[config.mk]
export PLATFORM = sky130hd
export DESIGN_NAME = key_debounce_short_long_press
export DESIGN_NICKNAME = d
export VERILOG_FILES = /design/src/rtl/kdslp_pkg.sv /design/src/rtl/kdslp_lane.sv /design/src/rtl/kdslp_merge.sv /design/src/rtl/key_debounce_short_long_press.sv
export SDC_FILE = /design/constraint.sdc
export NUM_CORES = 1
export LEC_CHECK = 0
export ABC_CLOCK_PERIOD_IN_PS = 4600
export BUFFER_PORTS_ARGS = -buffer_cell sky130_fd_sc_hd__buf_2
export CAP_MARGIN = 10
export CORE_MARGIN = 5
export CORE_UTILIZATION = 40
export DETAILED_ROUTE_END_ITERATION = 8
export GPL_TIMING_DRIVEN = 1
export PLACE_DENSITY = 0.64
export SLEW_MARGIN = 30
export SYNTH_ARGS = -nofsm -noshare
export SYNTH_HDL_FRONTEND = slang
export SYNTH_SLANG_ARGS = --single-unit
[constraint.sdc]
create_clock -name clk -period 4.6 [get_ports clk]
set_clock_uncertainty 0.15 [all_clocks]
set_input_delay 0.46 -clock clk [delete_from_list [all_inputs] [get_ports clk]]
set_output_delay 0.46 -clock clk [all_outputs]
set_load 0.01 [all_outputs]
[src/rtl/kdslp_pkg.sv]
// ----------------------------------------------------------------------------
// kdslp_pkg
// shared types, constants and helpers of the key debounce / press detector
// ----------------------------------------------------------------------------
package kdslp_pkg;

  // key count and field widths
  localparam int unsigned NUM_KEYS  = 3;
  localparam int unsigned RAW_W     = 3;
  localparam int unsigned EV_W      = 3;
  localparam int unsigned DB_W      = 8;
  localparam int unsigned HOLD_W    = 16;
  localparam int unsigned CFG_IDX_W = 2;
  localparam int unsigned CFG_DAT_W = 16;

  localparam logic [HOLD_W-1:0] HOLD_MAX = '1;

  // register indexes
  localparam logic [CFG_IDX_W-1:0] CFG_DEBOUNCE_TICKS = 2'd0;
  localparam logic [CFG_IDX_W-1:0] CFG_LONG_TICKS     = 2'd1;
  localparam logic [CFG_IDX_W-1:0] CFG_PRESSED_LEVEL  = 2'd2;

  // register reset values
  localparam logic [DB_W-1:0]   DEBOUNCE_RST = 8'd2;
  localparam logic [HOLD_W-1:0] LONG_RST     = 16'd40;

  // command codes
  localparam logic CMD_TICK = 1'b0;
  localparam logic CMD_READ = 1'b1;

  // event codes
  localparam logic [EV_W-1:0] EV_NONE = 3'd0;

  typedef struct packed {
    logic [DB_W-1:0]   debounce_ticks;
    logic [HOLD_W-1:0] long_ticks;
    logic              pressed_level;
  } cfg_t;

  typedef struct packed {
    logic short_ev;
    logic long_ev;
  } lane_ev_t;

  // event code for key k (0 based): short 2k+1, long 2k+2
  function automatic logic [EV_W-1:0] ev_code(input int unsigned k, input logic is_long);
    ev_code = EV_W'(2 * k + 1) + EV_W'(is_long);
  endfunction

endpackage

[src/rtl/kdslp_lane.sv]
// ----------------------------------------------------------------------------
// kdslp_lane
// per-key debounce filter, hold counter and short/long press detection
// ----------------------------------------------------------------------------
module kdslp_lane (
  input  logic              clk,
  input  logic              rst_n,
  input  logic              tick,
  input  logic              raw_level,
  input  kdslp_pkg::cfg_t   cfg,
  output kdslp_pkg::lane_ev_t ev
);
  import kdslp_pkg::*;

  logic              stable_r, stable_nxt;
  logic              last_raw_r, last_raw_nxt;
  logic              long_rep_r, long_rep_nxt;
  logic [DB_W-1:0]   db_cnt_r, db_cnt_nxt;
  logic [HOLD_W-1:0] hold_r, hold_nxt;
  logic              now_pressed;
  logic [HOLD_W-1:0] hold_inc;

  assign now_pressed = (raw_level == cfg.pressed_level);
  assign hold_inc    = (hold_r != HOLD_MAX) ? hold_r + HOLD_W'(1) : hold_r;

  // next state for one tick
  always_comb begin
    stable_nxt   = stable_r;
    last_raw_nxt = last_raw_r;
    long_rep_nxt = long_rep_r;
    db_cnt_nxt   = db_cnt_r;
    hold_nxt     = hold_r;
    ev           = '0;
    if (now_pressed != last_raw_r) begin
      // raw change restarts the debounce count
      last_raw_nxt = now_pressed;
      db_cnt_nxt   = '0;
    end else if (db_cnt_r < cfg.debounce_ticks) begin
      db_cnt_nxt = db_cnt_r + DB_W'(1);
    end else if (now_pressed != stable_r) begin
      // new level accepted
      stable_nxt   = now_pressed;
      hold_nxt     = '0;
      long_rep_nxt = 1'b0;
      ev.short_ev  = !now_pressed && !long_rep_r;
    end else if (stable_r) begin
      // held: saturating count, one long event
      hold_nxt = hold_inc;
      if (!long_rep_r && (hold_inc >= cfg.long_ticks)) begin
        long_rep_nxt = 1'b1;
        ev.long_ev   = 1'b1;
      end
    end
  end

  // state registers, updated on ticks only
  always_ff @(posedge clk) begin
    if (!rst_n) begin
      stable_r   <= 1'b0;
      last_raw_r <= 1'b0;
      long_rep_r <= 1'b0;
      db_cnt_r   <= '0;
      hold_r     <= '0;
    end else if (tick) begin
      stable_r   <= stable_nxt;
      last_raw_r <= last_raw_nxt;
      long_rep_r <= long_rep_nxt;
      db_cnt_r   <= db_cnt_nxt;
      hold_r     <= hold_nxt;
    end
  end

endmodule

[src/rtl/kdslp_merge.sv]
// ----------------------------------------------------------------------------
// kdslp_merge
// priority merge of lane events into the pending slot, and the output register
// ----------------------------------------------------------------------------
module kdslp_merge (
  input  logic                     clk,
  input  logic                     rst_n,
  input  logic                     in_accept,
  input  logic                     in_command,
  input  kdslp_pkg::lane_ev_t      lane_ev [kdslp_pkg::NUM_KEYS],
  input  logic                     out_stall,
  output logic                     out_valid,
  output logic [kdslp_pkg::EV_W-1:0] out_event_res
);
  import kdslp_pkg::*;

  logic [EV_W-1:0] pending_r, pending_nxt;
  logic [EV_W-1:0] out_ev_r, out_ev_nxt;
  logic            out_valid_r, out_valid_nxt;
  logic [EV_W-1:0] tick_ev;
  logic            found;

  // lowest numbered key wins
  always_comb begin
    tick_ev = EV_NONE;
    found   = 1'b0;
    for (int unsigned k = 0; k < NUM_KEYS; k++) begin
      if (!found && (lane_ev[k].short_ev || lane_ev[k].long_ev)) begin
        tick_ev = ev_code(k, lane_ev[k].long_ev);
        found   = 1'b1;
      end
    end
  end

  // slot update and result word
  always_comb begin
    pending_nxt   = pending_r;
    out_ev_nxt    = out_ev_r;
    out_valid_nxt = out_valid_r && out_stall;
    if (in_accept) begin
      out_valid_nxt = 1'b1;
      if (in_command == CMD_READ) begin
        out_ev_nxt  = pending_r;
        pending_nxt = EV_NONE;
      end else begin
        pending_nxt = (pending_r != EV_NONE) ? pending_r : tick_ev;
        out_ev_nxt  = pending_nxt;
      end
    end
  end

  always_ff @(posedge clk) begin
    if (!rst_n) begin
      pending_r   <= EV_NONE;
      out_valid_r <= 1'b0;
    end else begin
      pending_r   <= pending_nxt;
      out_valid_r <= out_valid_nxt;
    end
  end

  // payload register
  always_ff @(posedge clk) begin
    out_ev_r <= out_ev_nxt;
  end

  assign out_valid     = out_valid_r;
  assign out_event_res = out_ev_r;

endmodule

[src/rtl/key_debounce_short_long_press.sv]
// ----------------------------------------------------------------------------
// key_debounce_short_long_press
// three-key debouncer with short and long press events in a single slot
//
//   channel | ports                                   | direction
//   --------+-----------------------------------------+----------
//   cfg     | cfg_we, cfg_index, cfg_wdata            | in
//   in      | in_valid, in_stall, in_command, in_raw_levels | in word
//   out     | out_valid, out_stall, out_event_res     | out word
//
// one word accepted per cycle while in_stall is low; its result word is shown the next cycle
// every key has its own lane, all lanes advance in the same cycle
// in_stall is high only while the output register is full and stalled
// synchronous active-low reset clears all key state and slot
// ----------------------------------------------------------------------------
module key_debounce_short_long_press (
  input  logic                                clk,
  input  logic                                rst_n,
  input  logic                                cfg_we,
  input  logic [kdslp_pkg::CFG_IDX_W-1:0]     cfg_index,
  input  logic [kdslp_pkg::CFG_DAT_W-1:0]     cfg_wdata,
  input  logic                                in_valid,
  output logic                                in_stall,
  input  logic                                in_command,
  input  logic [kdslp_pkg::RAW_W-1:0]         in_raw_levels,
  output logic                                out_valid,
  input  logic                                out_stall,
  output logic [kdslp_pkg::EV_W-1:0]          out_event_res
);
  import kdslp_pkg::*;

  cfg_t     cfg_r;
  logic     in_accept;
  logic     tick;
  lane_ev_t lane_ev [NUM_KEYS];

  // configuration registers
  always_ff @(posedge clk) begin
    if (!rst_n) begin
      cfg_r.debounce_ticks <= DEBOUNCE_RST;
      cfg_r.long_ticks     <= LONG_RST;
      cfg_r.pressed_level  <= 1'b0;
    end else if (cfg_we) begin
      case (cfg_index)
        CFG_DEBOUNCE_TICKS: cfg_r.debounce_ticks <= cfg_wdata[DB_W-1:0];
        CFG_LONG_TICKS:     cfg_r.long_ticks     <= cfg_wdata[HOLD_W-1:0];
        CFG_PRESSED_LEVEL:  cfg_r.pressed_level  <= cfg_wdata[0];
        default: ;
      endcase
    end
  end

  // handshake
  assign in_stall  = out_valid && out_stall;
  assign in_accept = in_valid && !in_stall;
  assign tick      = in_accept && (in_command == CMD_TICK);

  // one lane per key
  for (genvar g = 0; g < NUM_KEYS; g++) begin : g_lane
    kdslp_lane u_lane (
      .clk       (clk),
      .rst_n     (rst_n),
      .tick      (tick),
      .raw_level (in_raw_levels[g]),
      .cfg       (cfg_r),
      .ev        (lane_ev[g])
    );
  end

  // merge and output register
  kdslp_merge u_merge (
    .clk           (clk),
    .rst_n         (rst_n),
    .in_accept     (in_accept),
    .in_command    (in_command),
    .lane_ev       (lane_ev),
    .out_stall     (out_stall),
    .out_valid     (out_valid),
    .out_event_res (out_event_res)
  );

endmodule

==> out/qor.csv, run 1 <==
metric,value,unit
status,"finished, final reports clean",
Post-CTS Hold Buffers,0,
GRT busiest layer,met2,
share of cells above drive strength 1,0.0980,
"Avg Cell Area, Syn",7.99,sq um
M1 GR Usage,0.247,
"top cells by count, synth","nand2_1 (113), dfxtp_1 (110), nor2_1 (84), ha_1 (78), a21oi_1 (77)",
"Arr. time, crit path",4280,ps
maximum clock path buffer count,2,
Detail Route Antenna Nets,0,
CP endpoint kind,flip-flop,
first drt pass iteration count,5,
final WL,19.2,mm
Die Ht,146,microns
global placer's final weighted congestion,0.866,
CTS sink count,113,
Max IR drop VDD,0.000212,V
Synth area leader,dfxtp_1,
fin. max-slew vios,0,
number of buffers created by CTS,17,
DRC,0,
core area,18100,sq um
crit path time final,4250,ps
H-tree Lvls,4,
dominant cell by count in the synthesized netlist,nand2_1,
sequential share of the synthesized area,0.310,
"Cell Area, Placed",7800,sq um
"Worst Path Class, Setup",flip-flop to flip-flop,
initial antenna violation count,0,
"Design Area, Final",8340,sq um
Post-Syn Area,7400,sq um
DIE AREA,21300,sq um
IO Pins,32,
diode count,0,
"top cells by area, synth","dfxtp_1 (30%), ha_1 (13%), nand2_1 (5.7%)",
total grt overflow,0,
synth unique cells,69,
die width,146,microns
Post-Layout Cell Count,1198,
detailed-route vias per instance,5.61,
CTS tree,done,
RSZ-0062 raised after global routing,false,
LEAKAGE,3.30,nW
clock slew at reported path FFs,60,ps
PortBufs,31,
clk root buf,clkbuf_16,
Yosys reg bits,113,
"Req. time, crit path",4620,ps
maxcap violations,0,
max_slew headroom,0.441,
top_reg_cell synth,dfxtp_1,
vias in the first global route,6039,
top-area cell type share of the netlist area,0.297,
min-delay worst type,primary input to flip-flop,
standard-cell row count,49,
Setup TNS Final,0,ps
HPWL Detailed,14.1,mm
met2 usage,0.282,
Placed Instances,1166,
Starting Density,0.409,
Tot GR Track Use,0.179,
Tightest Pin Transition,838,ps
cell count after synthesis,927,
period utilisation layout,0.925,
largest net degree at the start of global routing,37,
syn_nets,1032,
Iteration-0 DRC Markers,424,
number of synthesized flops with an enable pin,3,
clock latency on the worst-skew pair,420,ps
final hold vios,0,
Setup-failing EPs final,0,
first-pass GRT wire length,31.2,mm
yosys warns,0,
highest clock rate,235,MHz
startpoint types,flip-flop,
wire per inst,16.0,microns
"FFs w/ async S/R, synth",0,
"Area growth, synth to finish",12.7,%
NumNets Final,1061,
Power Dens Cells,286,nW/um^2
crit path max fanout,7,
Vias,6726,
met3 usage,0.0384,
==> final cells by class <==
type | instances | area, sq um
fillers | 1753 | 9740
multi-input cells | 740 | 4830
flip-flops and latches | 113 | 2290
clock buffers | 19 | 443
well taps | 229 | 287
repair buffers | 44 | 253
inverters | 40 | 150
clock inverters | 13 | 87.6
==> power breakdown <==
| part | leakage [nW] | internal (mW) | switching [mW] |
|---|---|---|---|
| Sequential | 0.919 | 0.997 | 0.00911 |
| Combinational | 2.12 | 0.0627 | 0.127 |
| Clock | 0.264 | 0.699 | 0.495 |
==> per-stage QoR <==
step                      utilization  worst slack [ps]  power [mW]  hold slack (ps)
after floorplan                     -               558        1.15              286
after global placement          0.431               382        1.21              293
after detailed placement        0.431               278        1.21              297
after CTS                       0.461               194        2.40              103
after global routing            0.461              55.8        2.47              123
final                           0.461               346        2.39              121
==> final timing paths <==
check / slack (ps) / cells past startpoint / endpoint / from
max: 350 / 15 / u_merge.out_event_res[0] / g_lane[1].u_lane.hold_r[0]
min: 120 / 2 / u_merge.out_valid / in_valid
max reg2reg: 350 / 15 / u_merge.out_event_res[0] / g_lane[1].u_lane.hold_r[0]
min reg2reg: 300 / 2 / cfg_r[13] / cfg_r[13]
==> routing by layer <==
metal | share of wire | routed length (microns)
met1 | 0.49 | 9460
met2 | 0.45 | 8580
met3 | 0.041 | 784
met4 | 0.020 | 377
met5 | 0 | 0
==> state kept, by name (all words and copies together), names as in the netlist, 3 cells and up <==
register	count
cfg_r	25
g_lane.u_lane.db_cnt_r	24
g_lane.u_lane.hold_r	48
g_lane.u_lane.last_raw_r	3
g_lane.u_lane.long_rep_r	3
g_lane.u_lane.stable_r	3
u_merge.out_event_res	3
u_merge.pending_r	3
==> kinds of logic after synthesis <==
family / after synthesis / share of synthesized area
and+or+nand+nor: 382 / 0.257
buffers and inverters: 74 / 0.0394
DFF: 113 / 0.310
adders and majority gates: 78 / 0.132
AOI/OAI and AO/OA: 211 / 0.177
xor gates and xnor gates: 57 / 0.0684
muxes: 12 / 0.0172
==> placed cells by master (no fill, tap or decap), drive strengths merged, types with 8 or more instances in the layout <==
cell type	instances
a211oi	11
dfxtp	110
nor2	86
ha	78
nand2	113
or3	9
o211ai	9
nand2b	17
o21ai	41
buf	44
nor4	14
xor2	28
and3	19
clkbuf	19
clkinv	8
xnor2	29
nand3b	11
a21oi	77
inv	43
nand3	41
a22oi	8
o21a	13
a31oi	12
nand4	25
nor3	17
==> critical path, cell delays in order, from the launching register on <==
cell,delay (ps)
dfxtp_1,420
ha_1,260
nand3_2,170
or4_1,580
nor2_1,150
buf_4,170
nor3_1,80
xnor2_1,150
ha_1,290
and4_1,220
nand2_1,60
or4_1,470
o2111ai_1,180
nand3_1,140
and3_1,190
o32a_1,330
==> what timing repair did <==
| action | in CTS | in global routing |
|---|---|---|
| setup endpoints to repair | 0 | 3 |
| gates resized for setup | 0 | 3 |
| buffers inserted | 0 | 0 |
(Power assumes the default switching activity.)
==> run 2, diff against run 1 <==
--- a/config.mk
+++ b/config.mk
@@ -12,6 +12,7 @@
 export CORE_UTILIZATION = 40
 export DETAILED_ROUTE_END_ITERATION = 8
 export GPL_TIMING_DRIVEN = 1
+export MAX_ROUTING_LAYER = met4
 export PLACE_DENSITY = 0.64
 export SLEW_MARGIN = 30
 export SYNTH_ARGS = -nofsm -noshare
==> run 2 against run 1 <==
Against the previous run:
- sequential share of layout area is the same
- total power about the same
- critical path depth is the same
- hold slack got worse by 1.4 ps
- combinational power about the same
- maximum frequency fell by 0.12%
- first-iteration DRC count decreased by 7.8%
- register-to-register slack barely moved
- global-route usage up 0.57 points
- count of clock-buffer cells in the layout stayed put
- critical path type unchanged
- critical endpoint unchanged
- largest cell class unchanged
- largest power group unchanged
==> out/qor.csv, run 2 (synthesis gave the netlist of run 1 again) <==
metric,value,unit
core area,18100,sq um
"commonest non-fill, non-tap cell in the layout",nand2_1,
"Arr. time, crit path",4280,ps
die width,146,microns
clock slew at reported path FFs,60,ps
maxcap violations,0,
crit path time final,4260,ps
Die Ht,146,microns
final hold vios,0,
Worst Hold Slack,119,ps
Max IR drop VDD,0.000213,V
Tot GR Track Use,0.185,
H-tree Lvls,4,
first-pass GRT wire length,31.3,mm
Detail Route Antenna Nets,0,
"Design Area, Final",8340,sq um
LEAKAGE,3.30,nW
PortBufs,31,
wire per inst,16.0,microns
largest net degree at the start of global routing,37,
DIE AREA,21300,sq um
"Area growth, synth to finish",12.7,%
IO Pins,32,
total grt overflow,0,
diode count,0,
detailed-route vias per instance,5.63,
clock latency on the worst-skew pair,430,ps
Setup TNS Final,0,ps
register name with the most flops,g_lane.u_lane.hold_r,
Iteration-0 DRC Markers,391,
period utilisation layout,0.926,
"Power, Total",2.39,mW
first drt pass iteration count,7,
"Cell Area, Placed",7800,sq um
Regs by FF count,"g_lane.u_lane.hold_r: 48 flops, cfg_r: 25 flops, g_lane.u_lane.db_cnt_r: 24 flops",
"Req. time, crit path",4620,ps
fin. max-slew vios,0,
clk root buf,clkbuf_16,
CP endpoint kind,flip-flop,
Setup-failing EPs final,0,
Starting Density,0.409,
Tightest Pin Transition,836,ps
final core occ,0.461,
RSZ-0062 raised after global routing,false,
standard-cell row count,49,
area of the multi-input gates,4830,sq um
startpoint types,flip-flop,
NumNets Final,1061,
initial antenna violation count,0,
global placer's final weighted congestion,0.880,
"Worst Path Class, Setup",flip-flop to flip-flop,
Vias,6746,
setup repair bufs after CTS,0,
share of cells above drive strength 1,0.0980,
slowest CP cell,or4_1,
Register Area,2290,sq um
max_slew headroom,0.442,
Largest register FFs,48,
CTS tree,done,
number of buffers created by CTS,17,
max incr delay on CP,580,ps
crit path max fanout,7,
min-delay worst type,primary input to flip-flop,
Power Dens Cells,286,nW/um^2
final WL,19.1,mm
HPWL Detailed,14.1,mm
status,"finished, final reports clean",
maximum clock path buffer count,2,
Filler cells,1753,
highest clock rate,235,MHz
DRC,0,
most frequent cells in the layout,"nand2_1 (113), dfxtp_1 (110), nor2_1 (84)",
vias in the first global route,6024,
CTS sink count,113,
worst-path cell chain,"ha_1, nand3_2, or4_1, nor2_1, buf_4, nor3_1, xnor2_1, ha_1, and4_1, nand2_1, or4_1, o2111ai_1, nand3_1, and3_1, o32a_1",
## run 2: what timing repair did
item,4_1_cts,5_1_grt
gates resized for setup,0,3
setup endpoints to repair,0,3
hold buffers,0,0
## run 2: power by group
group,total [mW],switching [mW],internal (mW),leakage [nW]
Combinational,0.189,0.127,0.0627,2.12
Sequential,1.01,0.00910,0.997,0.919
Clock,1.19,0.494,0.699,0.264
Total,2.39,0.630,1.76,3.30
## run 2: area by class of cell
class | instances | share of cell area
multi-input cells | 740 | 0.579
clock buffers | 19 | 0.0531
well taps | 229 | 0.0343
flip-flops and latches | 113 | 0.275
repair buffers | 44 | 0.0303
clock inverters | 13 | 0.0105
inverters | 40 | 0.0180
## run 2: worst max-delay path: cells and delay by family, from the launching register on
kind                     cells  cell delay [ps]
AO/OA/AOI/OAI                2              510
adder cells (fa/ha/maj)      2              550
AND/OR/NAND/NOR              9             2060
flip-flops                   1              420
XOR/XNOR                     1              150
buffers and inverters        1              170
## run 2: final timing paths
path / slack, ps / cells past startpoint / from / endpoint
min: 120 / 3 / cfg_wdata[13] / cfg_r[14]
max reg2reg: 340 / 15 / g_lane[1].u_lane.hold_r[0] / u_merge.out_event_res[0]
min reg2reg: 300 / 2 / cfg_r[13] / cfg_r[13]
max: 340 / 15 / g_lane[1].u_lane.hold_r[0] / u_merge.out_event_res[0]
## run 2: metal layers
metal / vias up / track usage / part of all wire
li1: 3409 / - / -
met4: 0 / 0.0579 / 0.019
met2: 156 / 0.281 / 0.45
met1: 3145 / 0.248 / 0.49
met5: - / - / 0
met3: 36 / 0.0394 / 0.050
## run 2: through the flow
step | setup WS (ps) | std cells
5_1_grt | 55.8 | 1198
2_1_floorplan | 558 | 927
6_report | 341 | 1198
3_3_place_gp | 382 | 1166
3_5_place_dp | 278 | 1166
4_1_cts | 194 | 1198
